==> src/rtl/rtc_pkg.sv <==
// Shared constants, types and field widths for the roller torque control tick unit.
package rtc_pkg;

	// Moving window length in ticks; it must divide 100 so that the mean velocity is exact.
	localparam int WINDOW     = 25;
	localparam int COUNT_BITS = 10;
	localparam int SLOT_W     = $clog2(WINDOW);
	localparam int SUM_W      = COUNT_BITS + $clog2(WINDOW);
	localparam int VEL_SCALE  = 100 / WINDOW;

	localparam int SLOPE_W = 8;
	localparam int MEAS_W  = 8;
	localparam int IN_W    = COUNT_BITS + SLOPE_W + MEAS_W;
	localparam int IN_TDATA_W = ((IN_W + 7) / 8) * 8;

	localparam int DUTY_W   = 7;
	localparam int TARGET_W = 8;
	localparam int VEL_W    = 17;
	localparam int ACC_W    = 18;
	localparam int OUT_W    = DUTY_W + TARGET_W + VEL_W + ACC_W;
	localparam int OUT_TDATA_W = ((OUT_W + 7) / 8) * 8;
	localparam int OUT_TUSER_W = 2;

	localparam int GAIN_W  = 8;
	localparam int CFG_W   = 8;
	localparam int INTEG_W = 16;

	localparam logic [GAIN_W-1:0] GAIN_RESET = 8'd13;
	localparam logic signed [INTEG_W-1:0] INTEG_LIMIT = 16'sd32512;
	localparam logic [TARGET_W-1:0] TARGET_LEVEL = 8'd128;

	typedef enum logic {
		REG_INTEGRAL_GAIN = 1'b0,
		REG_DIRECT_MODE   = 1'b1
	} rtc_reg_t;

	// One tick's window results, handed from the window stage to the drive stage.
	typedef struct packed {
		logic signed [VEL_W-1:0] velocity;
		logic signed [ACC_W-1:0] accel;
		logic [TARGET_W-1:0]     target;
		logic [MEAS_W-1:0]       meas;
	} rtc_win_t;

endpackage

==> src/rtl/rtc_ram.sv <==
// Generic single-port-write, single-port-read RAM with a registered read.
module rtc_ram #(
	parameter int WIDTH = 8,
	parameter int DEPTH = 32
) (
	input  logic                     clk,
	input  logic                     we,
	input  logic [$clog2(DEPTH)-1:0] waddr,
	input  logic [WIDTH-1:0]         wdata,
	input  logic [$clog2(DEPTH)-1:0] raddr,
	output logic [WIDTH-1:0]         rdata
);

	logic [WIDTH-1:0] mem [DEPTH];

	// Read-first: a read at the address being written returns the old contents.
	always_ff @(posedge clk) begin
		if (we) begin
			mem[waddr] <= wdata;
		end
		rdata <= mem[raddr];
	end

endmodule

==> src/rtl/rtc_window.sv <==
// Count and velocity rings, running window sum, velocity, acceleration and target current.
module rtc_window (
	input  logic                                clk,
	input  logic                                arst_n,
	input  logic                                in_valid,
	output logic                                in_ready,
	input  logic signed [rtc_pkg::COUNT_BITS-1:0] count,
	input  logic [rtc_pkg::SLOPE_W-1:0]         slope,
	input  logic [rtc_pkg::MEAS_W-1:0]          meas,
	output logic                                res_valid,
	output rtc_pkg::rtc_win_t                   res,
	input  logic                                res_pop
);
	import rtc_pkg::*;

	logic                  accept;
	logic [SLOT_W-1:0]     slot_q;
	logic [SLOT_W-1:0]     next_slot;
	logic                  full_q;
	logic signed [SUM_W-1:0] sum_q;

	logic                  a_valid_s1;
	logic signed [COUNT_BITS-1:0] count_s1;
	logic [SLOPE_W-1:0]    slope_s1;
	logic [MEAS_W-1:0]     meas_s1;
	logic [SLOT_W-1:0]     slot_s1;
	logic                  full_s1;

	logic [COUNT_BITS-1:0] cnt_rd;
	logic [VEL_W-1:0]      vel_rd;

	logic signed [SUM_W-1:0]   new_sum;
	logic signed [VEL_W-1:0]   vel;
	logic signed [ACC_W-1:0]   acc;
	logic signed [SLOPE_W:0]   slope_d;
	logic signed [SLOPE_W:0]   slope_q4;
	logic [TARGET_W-1:0]       target;

	logic                  b_valid_s2;
	rtc_win_t              res_s2;

	// A new tick is taken only when the read stage is empty and the result stage is free.
	assign in_ready = !a_valid_s1 && (!b_valid_s2 || res_pop);
	assign accept   = in_valid && in_ready;

	assign next_slot = (slot_q == SLOT_W'(WINDOW - 1)) ? '0 : slot_q + SLOT_W'(1);

	rtc_ram #(.WIDTH(COUNT_BITS), .DEPTH(WINDOW)) u_count_ram (
		.clk   (clk),
		.we    (accept),
		.waddr (slot_q),
		.wdata (count),
		.raddr (slot_q),
		.rdata (cnt_rd)
	);

	rtc_ram #(.WIDTH(VEL_W), .DEPTH(WINDOW)) u_vel_ram (
		.clk   (clk),
		.we    (a_valid_s1),
		.waddr (slot_s1),
		.wdata (vel),
		.raddr (next_slot),
		.rdata (vel_rd)
	);

	always_ff @(posedge clk or negedge arst_n) begin
		if (!arst_n) begin
			slot_q     <= '0;
			full_q     <= 1'b0;
			a_valid_s1 <= 1'b0;
		end else begin
			a_valid_s1 <= accept;
			if (accept) begin
				slot_q <= next_slot;
				if (slot_q == SLOT_W'(WINDOW - 1)) begin
					full_q <= 1'b1;
				end
			end
		end
	end

	always_ff @(posedge clk) begin
		if (accept) begin
			count_s1 <= count;
			slope_s1 <= slope;
			meas_s1  <= meas;
			slot_s1  <= slot_q;
			full_s1  <= full_q;
		end
	end

	always_comb begin
		// Before the window has filled, the slot being replaced has never been written
		// since reset and counts as zero.
		new_sum = sum_q - (full_s1 ? SUM_W'($signed(cnt_rd)) : '0) + SUM_W'(count_s1);
		vel     = full_s1 ? VEL_W'(new_sum) * VEL_W'(VEL_SCALE) : '0;
		acc     = full_s1 ? ACC_W'(vel) - ACC_W'($signed(vel_rd)) : '0;
		// Slope offset divided by four, truncated towards zero.
		slope_d  = $signed({1'b0, slope_s1}) - $signed((SLOPE_W + 1)'(TARGET_LEVEL));
		slope_q4 = (slope_d + (slope_d[SLOPE_W] ? (SLOPE_W + 1)'(3) : (SLOPE_W + 1)'(0))) >>> 2;
		if (vel == '0) begin
			target = TARGET_LEVEL;
		end else begin
			target = TARGET_W'((SLOPE_W + 1)'(TARGET_LEVEL) + slope_q4);
		end
	end

	always_ff @(posedge clk or negedge arst_n) begin
		if (!arst_n) begin
			sum_q      <= '0;
			b_valid_s2 <= 1'b0;
		end else begin
			if (a_valid_s1) begin
				sum_q      <= new_sum;
				b_valid_s2 <= 1'b1;
			end else if (res_pop) begin
				b_valid_s2 <= 1'b0;
			end
		end
	end

	always_ff @(posedge clk) begin
		if (a_valid_s1) begin
			res_s2.velocity <= vel;
			res_s2.accel    <= acc;
			res_s2.target   <= target;
			res_s2.meas     <= meas_s1;
		end
	end

	assign res_valid = b_valid_s2;
	assign res       = res_s2;

endmodule

==> src/rtl/rtc_drive.sv <==
// Drive integrator, sign-magnitude conversion and the output register.
module rtc_drive (
	input  logic                             clk,
	input  logic                             arst_n,
	input  logic                             res_valid,
	input  rtc_pkg::rtc_win_t                res,
	output logic                             res_pop,
	input  logic [rtc_pkg::GAIN_W-1:0]       gain,
	input  logic                             direct,
	output logic                             out_valid,
	input  logic                             out_ready,
	output logic [rtc_pkg::DUTY_W-1:0]       duty,
	output logic                             fwd,
	output logic                             rev,
	output logic [rtc_pkg::TARGET_W-1:0]     target,
	output logic signed [rtc_pkg::VEL_W-1:0] velocity,
	output logic signed [rtc_pkg::ACC_W-1:0] accel
);
	import rtc_pkg::*;

	localparam int ERR_W  = TARGET_W + 2;
	localparam int PROD_W = ERR_W + GAIN_W + 1;
	localparam int ISUM_W = PROD_W + 1;

	logic signed [INTEG_W-1:0] integ_q;
	logic signed [INTEG_W-1:0] integ_new;
	logic signed [ERR_W-1:0]   err;
	logic signed [PROD_W-1:0]  prod;
	logic signed [ISUM_W-1:0]  isum;
	logic signed [TARGET_W:0]  tgt_off;
	logic [INTEG_W-1:0]        mag;
	logic                      out_valid_q;

	assign res_pop = res_valid && (!out_valid_q || out_ready);

	always_comb begin
		tgt_off = $signed({1'b0, res.target}) - $signed((TARGET_W + 1)'(TARGET_LEVEL));
		err     = $signed({2'b00, res.target}) - $signed({2'b00, res.meas});
		prod    = PROD_W'($signed({1'b0, gain})) * PROD_W'(err);
		isum    = ISUM_W'(integ_q) + ISUM_W'(prod);
		if (direct) begin
			integ_new = {tgt_off[INTEG_W-9:0], 8'b0};
		end else if (isum > ISUM_W'(INTEG_LIMIT)) begin
			integ_new = INTEG_LIMIT;
		end else if (isum < -ISUM_W'(INTEG_LIMIT)) begin
			integ_new = -INTEG_LIMIT;
		end else begin
			integ_new = INTEG_W'(isum);
		end
		mag = integ_new[INTEG_W-1] ? INTEG_W'(-integ_new) : integ_new;
	end

	always_ff @(posedge clk or negedge arst_n) begin
		if (!arst_n) begin
			integ_q     <= '0;
			out_valid_q <= 1'b0;
		end else begin
			if (res_pop) begin
				integ_q     <= integ_new;
				out_valid_q <= 1'b1;
			end else if (out_ready) begin
				out_valid_q <= 1'b0;
			end
		end
	end

	always_ff @(posedge clk) begin
		if (res_pop) begin
			duty     <= mag[DUTY_W+7:8];
			fwd      <= !integ_new[INTEG_W-1] && (integ_new != '0);
			rev      <= integ_new[INTEG_W-1];
			target   <= res.target;
			velocity <= res.velocity;
			accel    <= res.accel;
		end
	end

	assign out_valid = out_valid_q;

endmodule

==> src/rtl/roller_torque_control_tick_unit.sv <==
// Top level of the roller torque control tick unit: ports, configuration registers and stages.
//
// One input transfer per sample tick carries the encoder steps since the previous tick,
// the slope potentiometer reading and the measured motor current. For every input transfer
// exactly one output transfer follows, carrying the motor duty magnitude, the drive
// direction flags, the target current, the windowed mean velocity and the acceleration
// figure (velocity change across the window, that is acceleration times 25).
// An input transfer's result passes through the read stage, the result stage and the output
// register, and the output transfer follows once the receiver is ready.
// A new tick is not taken while the read stage still holds the previous one: the window
// stage reads the count and velocity memories in the cycle after a transfer and writes
// the velocity back there, so the tick rate is set by that memory read-modify-write.
// When the receiver stalls, the finished result is held in the output register and one
// further tick may still be taken and brought up to the stage before it; after that
// s_axis_tready stays low until the output transfer completes.
// Reset clears the write slot, the window-full flag, the running count sum and the drive
// integrator, and sets the gain to 13 and direct mode on. The memories are not cleared:
// until the window has filled, the count being replaced is taken as zero, velocity and
// acceleration read zero, and every slot is written before its contents are used.
// Configuration writes take effect at once and are to be made only while the unit is idle.
module roller_torque_control_tick_unit (
	input  logic                                clk,
	input  logic                                arst_n,
	input  logic                                s_axis_tvalid,
	output logic                                s_axis_tready,
	// encoder_count [9:0], slope_setting [17:10], measured_current [25:18], zeros above
	input  logic [rtc_pkg::IN_TDATA_W-1:0]      s_axis_tdata,
	output logic                                m_axis_tvalid,
	input  logic                                m_axis_tready,
	// motor_duty [6:0], target_current [14:7], velocity [31:15], acceleration_x25 [49:32],
	// zeros above
	output logic [rtc_pkg::OUT_TDATA_W-1:0]     m_axis_tdata,
	// drive_forward [0], drive_reverse [1]
	output logic [rtc_pkg::OUT_TUSER_W-1:0]     m_axis_tuser,
	input  logic                                cfg_we,
	input  logic                                cfg_index,
	input  logic [rtc_pkg::CFG_W-1:0]           cfg_data
);
	import rtc_pkg::*;

	logic [GAIN_W-1:0]   gain_q;
	logic                direct_q;

	logic                res_valid;
	logic                res_pop;
	rtc_win_t            res;

	logic [DUTY_W-1:0]       duty;
	logic                    fwd;
	logic                    rev;
	logic [TARGET_W-1:0]     target;
	logic signed [VEL_W-1:0] velocity;
	logic signed [ACC_W-1:0] accel;

	// Configuration registers: the integrator gain in units of 1/256 and the direct mode flag.
	always_ff @(posedge clk or negedge arst_n) begin
		if (!arst_n) begin
			gain_q   <= GAIN_RESET;
			direct_q <= 1'b1;
		end else if (cfg_we) begin
			unique case (rtc_reg_t'(cfg_index))
				REG_INTEGRAL_GAIN: gain_q   <= cfg_data[GAIN_W-1:0];
				REG_DIRECT_MODE:   direct_q <= cfg_data[0];
				default:           gain_q   <= gain_q;
			endcase
		end
	end

	// The window stage owns both ring memories and the running sum.
	rtc_window u_window (
		.clk       (clk),
		.arst_n    (arst_n),
		.in_valid  (s_axis_tvalid),
		.in_ready  (s_axis_tready),
		.count     ($signed(s_axis_tdata[COUNT_BITS-1:0])),
		.slope     (s_axis_tdata[COUNT_BITS+SLOPE_W-1:COUNT_BITS]),
		.meas      (s_axis_tdata[IN_W-1:COUNT_BITS+SLOPE_W]),
		.res_valid (res_valid),
		.res       (res),
		.res_pop   (res_pop)
	);

	// The drive stage updates the integrator as a result moves into the output register.
	rtc_drive u_drive (
		.clk       (clk),
		.arst_n    (arst_n),
		.res_valid (res_valid),
		.res       (res),
		.res_pop   (res_pop),
		.gain      (gain_q),
		.direct    (direct_q),
		.out_valid (m_axis_tvalid),
		.out_ready (m_axis_tready),
		.duty      (duty),
		.fwd       (fwd),
		.rev       (rev),
		.target    (target),
		.velocity  (velocity),
		.accel     (accel)
	);

	assign m_axis_tdata = {{(OUT_TDATA_W - OUT_W){1'b0}}, accel, velocity, target, duty};
	assign m_axis_tuser = {rev, fwd};

endmodule
==> config.mk <==
export PLATFORM = sky130hd
export DESIGN_NAME = roller_torque_control_tick_unit
export DESIGN_NICKNAME = d
export VERILOG_FILES = /design/src/rtl/rtc_pkg.sv /design/src/rtl/rtc_ram.sv /design/src/rtl/rtc_window.sv /design/src/rtl/rtc_drive.sv /design/src/rtl/roller_torque_control_tick_unit.sv
export SDC_FILE = /design/constraint.sdc
export NUM_CORES = 1
export LEC_CHECK = 0
export BUFFER_PORTS_ARGS = -buffer_cell sky130_fd_sc_hd__buf_4
export CORE_MARGIN = 4
export CORE_UTILIZATION = 55
export CTS_BUF_LIST = sky130_fd_sc_hd__clkbuf_8
export CTS_CLUSTER_SIZE = 10
export DETAILED_ROUTE_END_ITERATION = 16
export GPL_ROUTABILITY_DRIVEN = 0
export GPL_TIMING_DRIVEN = 0
export PLACE_DENSITY = 0.76
export SLEW_MARGIN = 20
export SYNTH_ARGS = -nofsm -noshare
export SYNTH_HDL_FRONTEND = slang
export SYNTH_SLANG_ARGS = --single-unit
==> constraint.sdc <==
create_clock -name clk -period 14 [get_ports clk]
set_input_delay 2.8 -clock clk [delete_from_list [all_inputs] [get_ports clk]]
set_output_delay 2.8 -clock clk [all_outputs]
set_load 0.02 [all_outputs]
== After elaboration in Yosys (flattened, before gate mapping) ==
Memories as Yosys holds them, arrays and structs flattened. A register that Yosys moved wholly into a read port is not among the register bits.
Cells that the tools add are included.

* Register bits: 184
* Bits in latches: 0
* Memory bits (writable): 675
* Bits in read-only memories: 0
* Output and inout bits: 60
* Memories: 2

* Add/sub/neg operators: 11
* Multiply operators: 1
* Divide/modulo/power cells: 0
* $lt $le $gt $ge: 2
* Equality and inequality tests: 1
* Shift-type cells: 0
* Multiplexer cells: 16
* Bitwise operators: 1
* Reductions and logical operators: 17

{| class="wikitable"
|+ Memory list
! memory !! depth !! bits a word !! read ports !! clocked after Yosys merged registers in !! wr ports !! line !! RTL
|-
| u_window.u_vel_ram.mem || 25 || 17 || 1 || 1 || 1 || rtc_ram.sv:14 || <nowiki>logic [WIDTH-1:0] mem [DEPTH];</nowiki>
|-
| u_window.u_count_ram.mem || 25 || 10 || 1 || 1 || 1 || rtc_ram.sv:14 ||
|}

{| class="wikitable"
|+ Operator list
! operator !! count
|-
| $mux W16 || 3
|-
| $mux W15 || 2
|-
| $add A16 B19 Y20 || 1
|-
| $gt A20 B16 Y1 const B || 1
|-
| $lt A20 B16 Y1 const B || 1
|-
| $mul A9 B9 Y18 || 1
|-
| $sub A17 B17 Y18 || 1
|-
| $logic_not A17 Y1 || 1
|-
| $mux W17 || 1
|-
| $reduce_bool A16 Y1 || 1
|-
| $add A15 B15 Y15 || 1
|-
| $neg A15 Y15 || 1
|-
| $sub A15 B15 Y15 || 1
|-
| $add A9 B3 Y9 || 1
|-
| $sub A8 B8 Y9 || 1
|-
| $sub A8 B8 Y9 const B || 1
|-
| $add A8 B8 Y8 const A || 1
|-
| $mux W1 || 8
|-
| $sub A8 B8 Y8 const B || 1
|-
| $reduce_and A2 Y1 || 3
|-
| $add A5 B1 Y5 const B || 1
|-
| $eq A5 B5 Y1 const B || 1
|-
| $mux W5 || 1
|-
| $logic_and A1 B1 Y1 || 4
|-
| other kinds (5) || 10
|}

== Depth between registers and ports, before layout ==
Gate-level depths: netlist of run 1.

* Depth after elaboration: 9
* Mapped depth: 41
* Depth with buffers taken out: 41

== Cells and area by module ==
A second synthesis of run 1 with hierarchy kept.

* Cells, all modules: 2423
* Area, all modules: 39390.3 um^2

{| class="wikitable"
|+ Modules (own cells, without submodules)
! module !! times used !! cells an instance !! area an instance (um^2) !! seq. area each (um^2)
|-
| rtc_ram at u_window.u_vel_ram || 1 || 754 || 16578.4 || 13102.6
|-
| rtc_ram at u_window.u_count_ram || 1 || 480 || 9978.3 || 7707.4
|-
| rtc_drive || 1 || 629 || 6521.3 || 1986.9
|-
| rtc_window || 1 || 530 || 5858.1 || 3007.9
|-
| roller_torque_control_tick_unit || 1 || 30 || 454.2 || 230.2
|}

== Worst setup path before layout of run 1 ==
Ideal clock, no wire load.

* Kind: flip-flop to flip-flop
* Start point: register u_window.res_s2, in the netlist u_window.res[8]
* End point: register u_drive.duty[6] in the netlist's numbering (data pin)
* Setup time: 267 ps
* Data arrival time: 8393 ps
* Required time: 13733 ps
* Path slack: 5340 ps
* Cell stages (with the launch flop): 40
* Path buffers: 1
* Period minus slack after synthesis: 8660 ps
* Path through: edfxtp_1 inv_1 ha_1 fa_1 nor2b_1 o21ai_0 nand2b_1 a21o_1 a21o_1 a21o_1 a21o_1 clkbuf_1 or2_2 fa_1 fa_1 inv_1 fa_1 fa_1 [... 4 more ...] a21oi_1 nor2b_1 o21a_1 o21ai_0 nand2b_1 a21oi_1 o21ai_0 xnor2_1 ha_1 nor3b_1 a211oi_1 a41o_1 inv_2 nor2_1 a2111oi_2 nand4_2 o21ai_2 xor2_1

* Cells in the longest elaborated chain, start to end: 9

{| class="wikitable"
|+ RTL lines
! item !! line !! RTL
|-
| from (decl) || rtc_window.sv:40 || <nowiki>rtc_win_t res_s2;</nowiki>
|-
| $sub A8 B8 Y9 || rtc_drive.sv:38 || <nowiki>err = $signed({2'b00, res.target}) - $signed({2'b00, res.meas});</nowiki>
|-
| $mul A9 B9 Y18 || rtc_drive.sv:39 || <nowiki>prod = PROD_W'($signed({1'b0, gain})) * PROD_W'(err);</nowiki>
|-
| $add A16 B19 Y20 || rtc_drive.sv:40 || <nowiki>isum = ISUM_W'(integ_q) + ISUM_W'(prod);</nowiki>
|-
| $lt A20 B16 Y1 || rtc_drive.sv:45 || <nowiki>end else if (isum < -ISUM_W'(INTEG_LIMIT)) begin</nowiki>
|-
| $mux W16 || rtc_drive.sv:45 ||
|-
| $mux W16 || rtc_drive.sv:43 || <nowiki>end else if (isum > ISUM_W'(INTEG_LIMIT)) begin</nowiki>
|-
| $mux W16 * || rtc_drive.sv:41 || <nowiki>if (direct) begin</nowiki>
|-
| $neg A15 Y15 || rtc_drive.sv:50 || <nowiki>mag = integ_new[INTEG_W-1] ? INTEG_W'(-integ_new) : integ_new;</nowiki>
|-
| $mux W15 * || rtc_drive.sv:50 ||
|-
| named net u_drive.mag[14] || rtc_drive.sv:31 || <nowiki>logic [INTEG_W-1:0] mag;</nowiki>
|-
| to (signal assigned) || rtc_drive.sv:69 || <nowiki>duty <= mag[DUTY_W+7:8];</nowiki>
|-
| to (decl) || rtc_drive.sv:12 || <nowiki>output logic [rtc_pkg::DUTY_W-1:0] duty,</nowiki>
|}

Mark *: on every way through the listed nets, which the timed path passes. The rest lies on a longest branch.
A chain may end at the register's enable or synchronous reset.

== Final worst setup path of run 1 ==
Same ends and word-level chain as after synthesis.

==> results of run 1 <==
path summary, 6_finish.rpt:
check	from	endpoint	slack (ps)	cells past startpoint
setup / recovery	u_window.res[8]$_SDFFCE_PN0P_	u_drive.duty[6]$_DFFE_PP_	4280	39
hold / removal	u_window.meas_s1[5]$_DFFE_PP_	u_window.res[5]$_DFFE_PP_	420	0
setup reg to reg	u_window.res[8]$_SDFFCE_PN0P_	u_drive.duty[6]$_DFFE_PP_	4280	39
max in group asynchronous	arst_n	u_window.a_valid_s1$_DFF_PN0_	11360	1
hold reg to reg	u_window.meas_s1[5]$_DFFE_PP_	u_window.res[5]$_DFFE_PP_	420	0
min in group asynchronous	arst_n	gain_q[1]$_DFFE_PN0P_	2090	1
kinds of logic after synthesis:
logic type      Yosys count  synth area share
compound gates          268           0.04770
flops                   826            0.6602
mux                     227            0.1145
buf+inv                 247           0.02701
simple gates            452           0.06184
xor+xnor                 65           0.01627
other cells               1         0.0001018
fa+ha+maj               177           0.07237
routing by layer:
layer | vias to the layer above | track usage | share of wire
met2 | 885 | 0.3836 | 0.49
met3 | 151 | 0.04711 | 0.078
met1 | 10520 | 0.3240 | 0.40
met4 | 0 | 0.07010 | 0.023
met5 | - | 0 | 0
li1 | 9095 | - | -
cell type report:
cell class,instances,area share
diodes,1,0.00006009
clock inverters,96,0.01340
flip-flops and latches,826,0.5838
well taps,864,0.02596
plain buffers,89,0.009644
clock buffers,144,0.04759
inverters,158,0.01427
repair buffers,118,0.02476
multi-input cells,1199,0.2805
through the flow:
step	cells	hold WS [ps]	worst slack, ps
floorplan	2272	400.3	5340
global placement	3225	401.6	4466
detailed placement	3254	404.5	4361
CTS	3494	417.7	4312
global route	3495	426.4	3569
finish	3495	415.8	4276
cell usage in the layout, fill, tap and decap left out, types with 11 or more instances in the layout:
| cell | instances |
|---|---|
| a21o_1 | 19 |
| inv_1 | 193 |
| clkbuf_8 | 144 |
| clkinv_2 | 11 |
| nand2b_1 | 20 |
| clkbuf_1 | 49 |
| nor2_2 | 25 |
| xnor2_1 | 42 |
| dfxtp_1 | 25 |
| buf_6 | 12 |
| nor2_1 | 76 |
| clkinv_1 | 32 |
| xor2_1 | 20 |
| mux2_2 | 24 |
| buf_2 | 18 |
| a21oi_1 | 74 |
| nor2b_1 | 24 |
| dfrtp_1 | 44 |
| nand3_1 | 18 |
| buf_4 | 106 |
| and2_2 | 12 |
| mux4_2 | 153 |
| and2_1 | 61 |
| o21ai_0 | 72 |
| ha_1 | 117 |
| mux2i_1 | 49 |
| o211ai_1 | 11 |
| nor3_1 | 12 |
| edfxtp_1 | 752 |
| nand2_1 | 137 |
| fa_1 | 60 |
sequential cells by signal, summed over array words and instances, names as in the netlist, 5 cells and up:
name and flops:
u_drive.velocity 15, u_window.meas_s1 8, u_window.u_count_ram.rdata 10, u_window.count_s1 10
u_window.sum_q 15, u_window.u_count_ram.mem 250, u_drive.target 8, u_window.u_vel_ram.mem 375
gain_q 8, u_drive.integ_q 16, u_drive.accel 16, u_drive.duty 7
u_window.slot_q 5, u_window.res 47, u_window.slot_s1 5, u_window.u_vel_ram.rdata 15
u_window.slope_s1 8
==> qor.yml, run 1 <==
outcome:
  outcome: "finished, final reports clean"
synthesis:
  yosysTopAreaCell: "edfxtp_1"
  synth_edf_count: 752
  synthDistinctLibCells: 90
  yosys_most_used_dff: "edfxtp_1"
  avgSynthCellArea_um2: 16.27
  yosysSeqAreaShare: 0.6602
  synth.top_cell.area_share: 0.6132
  netlist_area_um2: 36830
  yosysMostFrequentCell: "edfxtp_1"
  yosys-top-cells-count: "edfxtp_1 (752), inv_1 (156), mux4_2 (153), nand2_1 (137), ha_1 (117)"
  yosys-top-cells-area: "edfxtp_1 (61%), mux4_2 (9.4%), ha_1 (4.0%)"
  synth_warnings: 0
  syn_inst: 2263
  ys_async_sr_fraction: 0.05932
  ys_seq_elements: 826
timing:
  post-route-period-util: 0.6946
  relSlewSlack: 0.2492
  clock_skew_ps: 40.37
  period_minus_slack_ps: 9724
  fin_setup_tns_ps: 0
  fmax_mhz: 102.8
  slew_violations: 0
  setup_violations: 0
  rsz0062_at_grt: "false"
  hold_violations: 0
  tightest_slew_ps: 1122
cts:
  post_cts_buffers: 0
  cts_buffers: 133
  cts_tree: "built"
  cts.clk_slew.worst_paths_ps: 60
  ctsLongestPathBuffers: 3
  clock_sinks: 826
  post_cts_resized: 0
  cts-root-buf: "clkbuf_8"
  htree_levels: 4
  cts_hold_buf: 0
  worstSkewPairLatency_ps: 780
final_layout:
  regArea_um2: 24310
  fillers: 4653
  stdcell_area_um2: 41650
  fin_util: 0.6301
  multi_input_area_um2: 11680
  nets: 2748
  layout-area-overhead-vs-synth_pct: 13.09
  drive_gt1_frac: 0.2198
die:
  core_area_um2: 66100
  pin_count: 106
  die_area_um2: 71160
  die_w_um: 266.8
  num_rows: 94
  die_y_um: 266.8
  start_util: 0.5571
placement:
  io_buffer_count: 89
  hpwl_mm: 54.86
  place_area_um2: 39090
critical_path:
  crit_arrival_ps: 10220
  path_class: "register to register"
  cp-end-kind: "register"
  path_common_cell: "fa_1"
  critPathMaxFanout: 9
  critPathLaunchType: "register"
  critPathRequiredTime_ps: 14500
  slowest_delay_ps: 600
  path_buf_inv: 4
  slowest_stage: "a2111oi_2"
  crit_family: "adder cells"
route:
  drtPass1Iterations: 8
  via_count: 20650
  via_per_inst: 5.909
  drt_first_iter_violations: 2234
  route.detailed.drc: 0
  ant_nets: 0
  wirelength_mm: 80.85
  avgRoutedWirePerCell_um: 23.13
grt:
  grtUsageTotal: 0.2342
  grt_pass1_vias: 21420
  antenna_found_initial: 3
  grt_max_degree: 50
  overflow: 0
  grt_pass1_wl_mm: 126.2
min_path:
  min_path_type: "register to register"
run:
  cap_viol_max_count: 0
Power of run 1 is not shown: default switching activity piles up to over one toggle a cycle in this logic, so the estimate is an artifact.
==> run 2, diff against run 1 <==
==> constraint.sdc (replaced) <==
create_clock -name clk -period 10.05 [get_ports clk]
set_input_delay 2.01 -clock clk [delete_from_list [all_inputs] [get_ports clk]]
set_output_delay 2.01 -clock clk [all_outputs]
set_load 0.02 [all_outputs]
==> run 2 against run 1 <==
Largest cell class unchanged. Critical endpoint is now u_drive.duty[3]$_DFFE_PP_. Die area unchanged. Register-to-register slack worse by 3600 ps. Highest routed layer unchanged. Maximum frequency rose by 3.2%.
==> qor.yml, run 2 (synthesized netlist as in run 1, its figures left out) <==
cts:
  cts-root-buf: "clkbuf_8"  # unchanged
  ctsLongestPathBuffers: 3  # unchanged
  clock_sinks: 826  # unchanged
  cts_tree: "built"  # unchanged
  cts_buffers: 133  # unchanged
  worstSkewPairLatency_ps: 770  # was 780 ps
  cts_hold_buf: 0  # unchanged
  cts.clk_slew.worst_paths_ps: 60  # about the same
  htree_levels: 4  # unchanged
timing:
  clock_skew_ps: 38.85  # was 40.37 ps
  post-route-period-util: 0.9372  # was 0.6946
  period_minus_slack_ps: 9418  # was 9724 ps
  hold_violations: 0  # unchanged
  rsz0062_at_grt: "false"  # unchanged
  fin_setup_tns_ps: 0  # unchanged
  setup_violations: 0  # unchanged
  relSlewSlack: 0.2224  # was 0.2492
  whs_ps: 416.4  # was 415.8 ps
  tightest_slew_ps: 1162  # was 1122 ps
  slew_violations: 0  # unchanged
  fmax_mhz: 106.2  # was 102.8 MHz
critical_path:
  rrSetupSlack_ps: 630  # was 4280 ps
  crit_arrival_ps: 9920  # was 10220 ps
  critPathRequiredTime_ps: 10550  # was 14500 ps
  slowest_stage: "fa_1"  # was a2111oi_2
  path_class: "register to register"  # unchanged
  critPathMaxFanout: 9  # unchanged
  slowest_delay_ps: 520  # was 600 ps
  crit_family: "adder cells"  # unchanged
  critPathLaunchType: "register"  # unchanged
  cp-end-kind: "register"  # unchanged
  path_common_cell: "fa_1"  # unchanged
  path_buf_inv: 5  # was 4
route:
  wirelength_mm: 80.84  # was 80.85 mm
  via_per_inst: 5.877  # was 5.909
  drt_first_iter_violations: 2106  # was 2234
  ant_nets: 0  # unchanged
  route.detailed.drc: 0  # unchanged
  drtPass1Iterations: 5  # was 8
  avgRoutedWirePerCell_um: 23.11  # was 23.13 um
  via_count: 20560  # was 20650
placement:
  place_area_um2: 39090  # unchanged
  io_buffer_count: 89  # unchanged
  hpwl_mm: 54.86  # unchanged
run:
  cap_viol_max_count: 0  # unchanged
grt:
  grt_max_degree: 50  # unchanged
  grtUsageTotal: 0.2342  # unchanged
  antenna_found_initial: 3  # unchanged
  grt_pass1_vias: 21420  # unchanged
  overflow: 0  # unchanged
  grt_pass1_wl_mm: 126.2  # unchanged
die:
  num_rows: 94  # unchanged
  die_y_um: 266.8  # unchanged
  die_w_um: 266.8  # unchanged
  start_util: 0.5571  # unchanged
  die_area_um2: 71160  # unchanged
  core_area_um2: 66100  # unchanged
  pin_count: 106  # unchanged
final_layout:
  nets: 2751  # was 2748
  largest_register_ffs: 375  # unchanged
  regMostFlops: "u_window.u_vel_ram.mem"  # unchanged
  final_cell_mix: "edfxtp_1 (752), inv_1 (193), mux4_2 (153)"  # unchanged
  regArea_um2: 24310  # unchanged
  stdcell_area_um2: 41700  # was 41650 um^2
  fin_util: 0.6309  # was 0.6301
  drive_gt1_frac: 0.2222  # was 0.2198
  multi_input_area_um2: 11720  # was 11680 um^2
  final_common_cell: "edfxtp_1"  # unchanged
  fillers: 4647  # was 4653
  layout-area-overhead-vs-synth_pct: 13.24  # was 13.09%
min_path:
  min_path_type: "register to register"  # unchanged
outcome:
  outcome: "finished, final reports clean"  # unchanged
==> run 2: cell types whose count changed in the layout (fill, tap and decap cells not counted), sizes merged <==
cell and delta:
buf +3
==> run 2: layer usage <==
layer	up-vias	share of wire	GRT usage
li1	9109	-	-
met1	10430	0.41	0.3240
met2	894	0.49	0.3836
met3	127	0.078	0.04711
met4	0	0.022	0.07010
met5	-	0	0
==> run 2: path summary, 6_finish.rpt <==
kind                                          startpoint                             to  cells after the start
setup / recovery           u_window.res[8]$_SDFFCE_PN0P_      u_drive.duty[3]$_DFFE_PP_                     40
hold / removal             u_window.meas_s1[5]$_DFFE_PP_      u_window.res[5]$_DFFE_PP_                      0
setup reg to reg           u_window.res[8]$_SDFFCE_PN0P_      u_drive.duty[3]$_DFFE_PP_                     40
hold reg to reg            u_window.meas_s1[5]$_DFFE_PP_      u_window.res[5]$_DFFE_PP_                      0
max in group asynchronous                         arst_n  u_window.a_valid_s1$_DFF_PN0_                      1
min in group asynchronous                         arst_n          gain_q[1]$_DFFE_PN0P_                      1
==> run 2: what timing repair did <==
action                     in CTS  in global routing
setup endpoints to repair       0                  7
resized for setup               0                  5
buffers inserted                0                  3
==> run 2: final cells by class <==
class / count / share of cell area
flip-flops and latches: 826 / 0.5830
multi-input cells: 1199 / 0.2809
clock buffers: 144 / 0.04752
well taps: 864 / 0.02592
repair buffers: 121 / 0.02526
inverters: 158 / 0.01425
clock inverters: 96 / 0.01338
plain buffers: 89 / 0.009631
diodes: 1 / 0.00006001
==> run 2: stage by stage <==
stage / setup slack, ps / cells
after global routing: 41.29 / 3498
after detailed placement: 411.2 / 3254
after floorplan: 1390 / 2272
final: 631.6 / 3498
after global placement: 516.0 / 3225
after CTS: 362.4 / 3494
==> run 2: worst register-to-register path: cells and delay by family, from the launching register on <==
| kind | cells | cell delay (ps) |
|---|---|---|
| adders and majority gates | 9 | 3600 |
| and+or+nand+nor | 8 | 1180 |
| buffers and inverters | 5 | 740 |
| AOI/OAI and AO/OA | 16 | 2970 |
| xor gates and xnor gates | 2 | 310 |
| DFF | 1 | 390 |
Power of run 2 is left out for the same reason.
